**src/sv/chse_pkg.sv**
```systemverilog
// Shared types and constants for the cubic Hermite spline evaluator.
package chse_pkg;

  localparam int unsigned VAL_W = 32;
  localparam int unsigned POS_W = 22;
  localparam int unsigned CFG_W = 7;
  localparam int unsigned TAN_W = 34;
  localparam int unsigned F_W   = 17;
  localparam int unsigned H_W   = 32;

  localparam logic CMD_APPEND = 1'b0;
  localparam logic CMD_EVAL   = 1'b1;

  localparam logic [1:0] ST_ACCEPTED  = 2'd0;
  localparam logic [1:0] ST_FULL      = 2'd1;
  localparam logic [1:0] ST_EVALUATED = 2'd2;
  localparam logic [1:0] ST_NOT_READY = 2'd3;

  // end tangent, 0.5 in Q16.16
  localparam logic signed [TAN_W-1:0] END_TANGENT = 34'sd32768;

  typedef struct packed {
    logic                    cmd;
    logic signed [VAL_W-1:0] node_value;
    logic [POS_W-1:0]        position;
  } in_item_t;

  typedef struct packed {
    logic signed [VAL_W-1:0] value;
    logic [1:0]              status;
  } result_t;

  typedef struct packed {
    logic signed [H_W-1:0] h00;
    logic signed [H_W-1:0] h10;
    logic signed [H_W-1:0] h01;
    logic signed [H_W-1:0] h11;
  } basis_t;

endpackage

```
**src/sv/chse_basis.sv**
```systemverilog
// Hermite basis pipeline: t^2, t^3 and the four rounded Q2.30 basis weights.
module chse_basis (
  input  logic                     clk,
  input  logic                     rst,
  input  logic                     in_valid,
  input  logic [chse_pkg::F_W-1:0] f,
  output logic                     out_valid,
  output chse_pkg::basis_t         h
);
  import chse_pkg::*;

  logic           v1;
  logic           v2;
  logic [F_W-1:0] f1;
  logic [F_W-1:0] f2;
  logic [32:0]    t2;
  logic [32:0]    t2b;
  logic [48:0]    t3;

  logic signed [51:0] a;
  logic signed [51:0] b;
  logic signed [51:0] c;
  logic signed [51:0] one;
  basis_t             h_next;

  // round half up at bit 18, keep Q2.30
  function automatic logic signed [H_W-1:0] rnd(input logic signed [51:0] x);
    logic signed [51:0] y;
    y = (x + 52'sd131072) >>> 18;
    return y[H_W-1:0];
  endfunction

  // advance valid flags
  always_ff @(posedge clk) begin
    if (rst) begin
      v1        <= 1'b0;
      v2        <= 1'b0;
      out_valid <= 1'b0;
    end else begin
      v1        <= in_valid;
      v2        <= v1;
      out_valid <= v2;
    end
  end

  // square, then cube
  always_ff @(posedge clk) begin
    t2  <= 33'(f) * 33'(f);
    f1  <= f;
    t3  <= 49'(t2) * 49'(f1);
    t2b <= t2;
    f2  <= f1;
  end

  // combine powers into weights
  always_comb begin
    a   = signed'({3'b0, t3});
    b   = signed'({3'b0, t2b, 16'b0});
    c   = signed'({3'b0, f2, 32'b0});
    one = 52'sd1 <<< 48;
    h_next.h00 = rnd((a <<< 1) - (b <<< 1) - b + one);
    h_next.h10 = rnd(a - (b <<< 1) + c);
    h_next.h01 = rnd((b <<< 1) + b - (a <<< 1));
    h_next.h11 = rnd(a - b);
  end

  always_ff @(posedge clk) begin
    if (v2) begin
      h <= h_next;
    end
  end

endmodule

```
**config.mk**
```make
export PLATFORM = sky130hd
export DESIGN_NAME = chse_basis
export DESIGN_NICKNAME = d
export VERILOG_FILES = /design/src/sv/chse_pkg.sv /design/src/sv/chse_basis.sv
export SDC_FILE = /design/constraint.sdc
export NUM_CORES = 2
export LEC_CHECK = 0
export BUFFER_PORTS_ARGS = -buffer_cell sky130_fd_sc_hd__buf_2
export CAP_MARGIN = 20
export CORE_AREA = 2 2 274 276
export DETAILED_ROUTE_END_ITERATION = 8
export DIE_AREA = 0 0 276 278
export PLACE_DENSITY = 0.79
export SLEW_MARGIN = 15
export SYNTH_ARGS = -nofsm -noshare
export SYNTH_HDL_FRONTEND = slang
export SYNTH_SLANG_ARGS = --single-unit
```
**constraint.sdc**
```tcl
create_clock -name clk -period 6.5 [get_ports clk]
set_clock_uncertainty 0.15 [all_clocks]
set_input_delay 0.65 -clock clk [delete_from_list [all_inputs] [get_ports clk]]
set_output_delay 0.65 -clock clk [all_outputs]
set_load 0.05 [all_outputs]
```
Yosys cells after proc, flatten, opt, wreduce, memory -nomap -nowiden. Cells that the tools add are included.

Register bits: 280. Input bits: 20. Output and inout port bits: 129.

Add/sub/neg operators: 12. Multiply operators: 2.

Operators by type and width (count): adder 50 x 19 -> 50 bit (second input constant) (4); subtractor 50 bit (3); adder 50 x 49 -> 50 bit (1); adder 50 bit (1); adder 50 bit (second input constant) (1); subtractor 49 x 49 -> 50 bit (1); subtractor 49 x 50 -> 50 bit (1); multiplier 33 x 17 -> 49 bit (1); multiplier 17 x 17 -> 33 bit (1).

Logic depth before layout (Yosys ltp).
Depth in word-level cells: 4. Depth in mapped cells: 25. Mapped depth without buffers: 24.

Worst setup path after synthesis. OpenSTA, ideal clock, no wires.

Kind: input -> register. Start point: in f[4] (netlist name). End point: reg t2[32]. Data arrival time: 6205 ps. Data required time: 6229 ps. Cell stages on the path: 24. Setup time: 121 ps. Setup slack: 25 ps. Cell sequence: clkbuf_1 > nand2_1 > fa_1 > inv_1 > fa_1 > inv_1 > fa_1 > inv_1 > fa_1 > inv_1 > fa_1 > inv_1 > fa_1 > ha_1 > and4_1 > nand4_1 > a2111oi_0 > o21ba_2 > a31oi_1 > o31ai_1 > a21oi_1 > a21o_1 > a21oi_1 > xnor2_1.

Cells in the longest elaborated chain, start to end: 1.

Ends and longest elaborated chain: start: declaration (line chse_basis.sv:6) `input logic [chse_pkg::F_W-1:0] f,`; multiplier 17 x 17 -> 33 bit (line chse_basis.sv:48) `t2 <= 33'(f) * 33'(f);`; end signal: assignment (line chse_basis.sv:48); end: declaration (line chse_basis.sv:16) `logic [32:0] t2;`.

No other way between the ends. A chain may end at the register's enable or synchronous reset.

Worst setup path in the final report.
Start point: reg t2[5]. End point: reg t3[42].

Cells in the longest elaborated chain, start to end: 1.

Ends and longest elaborated chain: multiplier 33 x 17 -> 49 bit (line chse_basis.sv:50) `t3 <= 49'(t2) * 49'(f1);`; end signal: assignment (line chse_basis.sv:50); end: declaration (line chse_basis.sv:18) `logic [48:0] t3;`.

No other way between the ends.

==> reports/results.ini <==
[global_routing]
antenna_found_initial = 1
grt_max_degree = 77
grt_overflow = 0
grt.total_usage_pct = 26.7
grt_pass1_wl_um = 167000
grt_pass1_vias = 33900

[synth]
async_flop_share_pct = 0
yosysTopAreaCell = fa_1
synth_edf_count = 128
ys_types = 80
synthTopCellsByCount = 1054 x inv_1, 698 x fa_1, 527 x nand2_1
synth_flop_cell = dfxtp_1
synth_area_um2 = 43200
synth-seq-cells = 275
synth_top_cell_area_share_pct = 32.3
ys_top_cells_by_area = fa_1 32%, ha_1 14%, inv_1 9.2%, edfxtp_1 8.9%, dfxtp_1 6.8%
yosys_warnings = 0
synth.most_common_cell = inv_1
syn_inst = 4703
synth_area_per_cell_um2 = 9.18
ys_seq_area_share_pct = 15.7

[worst_setup_path]
path_cells = buf_12, and2_1, fa_1, inv_1, fa_1, inv_1, fa_1, fa_1, fa_1, inv_1, fa_1, inv_1, ha_4, nand2_1, a211oi_2, o21ai_2, nand4_1, a31oi_2, o31a_1, o31ai_2, buf_4, and2_4, a311oi_2, xnor2_1
required_ps = 6830
critPathArrivalTime_ps = 6670
crit_type = reg -> reg
critPathLaunchType = flip-flop
slowest_stage = fa_1
worst_path_most_repeated_cell = fa_1
path_buf_inv = 6
max_stage_delay_ps = 550
critPathMaxFanout = 17
crit_family = adder cells
setup.worst_path.end_class = flip-flop

[floorplanning]
core_area_um2 = 73800
die_w_um = 276
pin_count = 149
dieArea_um2 = 76700
die_h_um = 278
start_util_pct = 58.5
rows = 100

[clock_network]
root_buffer = clkbuf_16
clk_transition_reported_paths_ps = 70
cts_tree = yes
cts_buffer_depth = 3
htreeDepth = 1
cts_buffers = 31
clock_sinks = 275
clkLatencyLatePin_ps = 600
ctsHoldBuffers = 0

[place]
gp_congestion = 0.928
place_inst = 5863
hpwl_um = 84100
port_buffers = 148
post-place-ws_ps = -203

[timing]
final-setup-viol-count = 0
slew_headroom_pct = 40.0
fin_crit_sh_pct = 97.5
setup_tns_ps = 0
final.min_clock_period_ps = 6340
max_freq_mhz = 158
fin_ws_ps = 163
finalMaxSlewViolations = 0
hold_viol = 0
worstMarginPinSlew_ps = 900

[layout]
areaGrowthSynthToFinish_pct = 10.4
layout.cells.non_filler = 5936
diodes = 0
final_util_pct = 64.6
drive_gt1_share_pct = 9.62
num-nets-final = 6155

[route]
route.detailed.drc = 22
drt_iter0_markers = 2494
routed-via-count = 32900
ant_nets = 0
post_drt_wl_per_cell_um = 17.2
totalWireLength_um = 102000
dr.pass1.iters = 9
viasPerCell = 5.54

[run]
cap_violations = 0

[min_path]
hold_path.class = in -> reg

[status]
status = complete, but fails checks
violations = design-rule violations

## flip-flops by register name (all words and copies together) (netlist names)
name,flops
h,128
t2b,31
t2,32
f2,16
f1,16
v2,1
t3,49
out_valid,1
v1,1
## stage by stage
| step | hold slack, ps | instance area [µm²] |
|---|---|---|
| detailed placement | 279 | 46300 |
| CTS | 73.5 | 47500 |
| finish | 99.2 | 47700 |
| global route | 101 | 47700 |
| global placement | 275 | 46300 |
| floorplan | 179 | 43200 |
## worst paths after layout
kind | start | endpoint | slack (ps) | depth (start not counted)
setup / recovery | t2[5] | t3[42] | 160 | 24
hold / removal | rst | v2 | 100 | 2
setup reg to reg | t2[5] | t3[42] | 160 | 24
hold reg to reg | v1 | v2 | 290 | 1
## timing repair
action / in CTS / in global routing
buffers inserted: 1 / 11
resized for setup: 12 / 49
setup endpoints to repair: 7 / 12
pin swaps: 4 / 20
gates cloned: 3 / 0
## layer usage
metal / GRT usage, % / share of wire (%) / vias to the layer above
li1: - / - / 15200
met1: 35.1 / 41 / 16200
met2: 46.4 / 48 / 1298
met3: 3.24 / 7.3 / 218
met4: 8.39 / 3.1 / 0
met5: 0 / 0 / -
## cell type report
type | count | area, µm²
sequential | 275 | 6830
inverter | 1054 | 3960
clock inverter | 23 | 233
fill | 5784 | 26100
multi-input combinational | 3227 | 32000
clock buffer | 35 | 791
timing repair buffer | 353 | 2660
tap | 969 | 1210
## cells by family after synthesis
logic type               Yosys count  share of synthesized area [%]
buffers and inverters           1209                           10.5
adder cells (fa/ha/maj)         1193                           46.7
AND/OR/NAND/NOR                 1150                           12.8
AO/OA/AOI/OAI                    660                           9.89
flip-flops                       275                           15.7
XOR/XNOR                         210                           4.26
multiplexers                       4                         0.0985
other                              2                         0.0174
## layout by cell type (no fill, tap or decap), types with 27 or more instances in the layout
master and n:
buf_4 174, buf_2 148, o21ai_0 105, dfxtp_1 126, nand3_1 41, nand2b_1 33
a21oi_1 208, xnor2_1 139, nor3_1 28, fa_1 697, a21o_1 136, nor2_1 125
clkbuf_16 31, nand4_1 40, edfxtp_1 128, xor2_1 71, inv_1 1054, o21bai_1 27
a31oi_1 29, nor2b_1 28, nand2_1 526, ha_1 492, and2_1 265
Power is left out: the tool's default activity adds up to more than one toggle a clock period on the data nets, which glitch-free logic cannot reach.
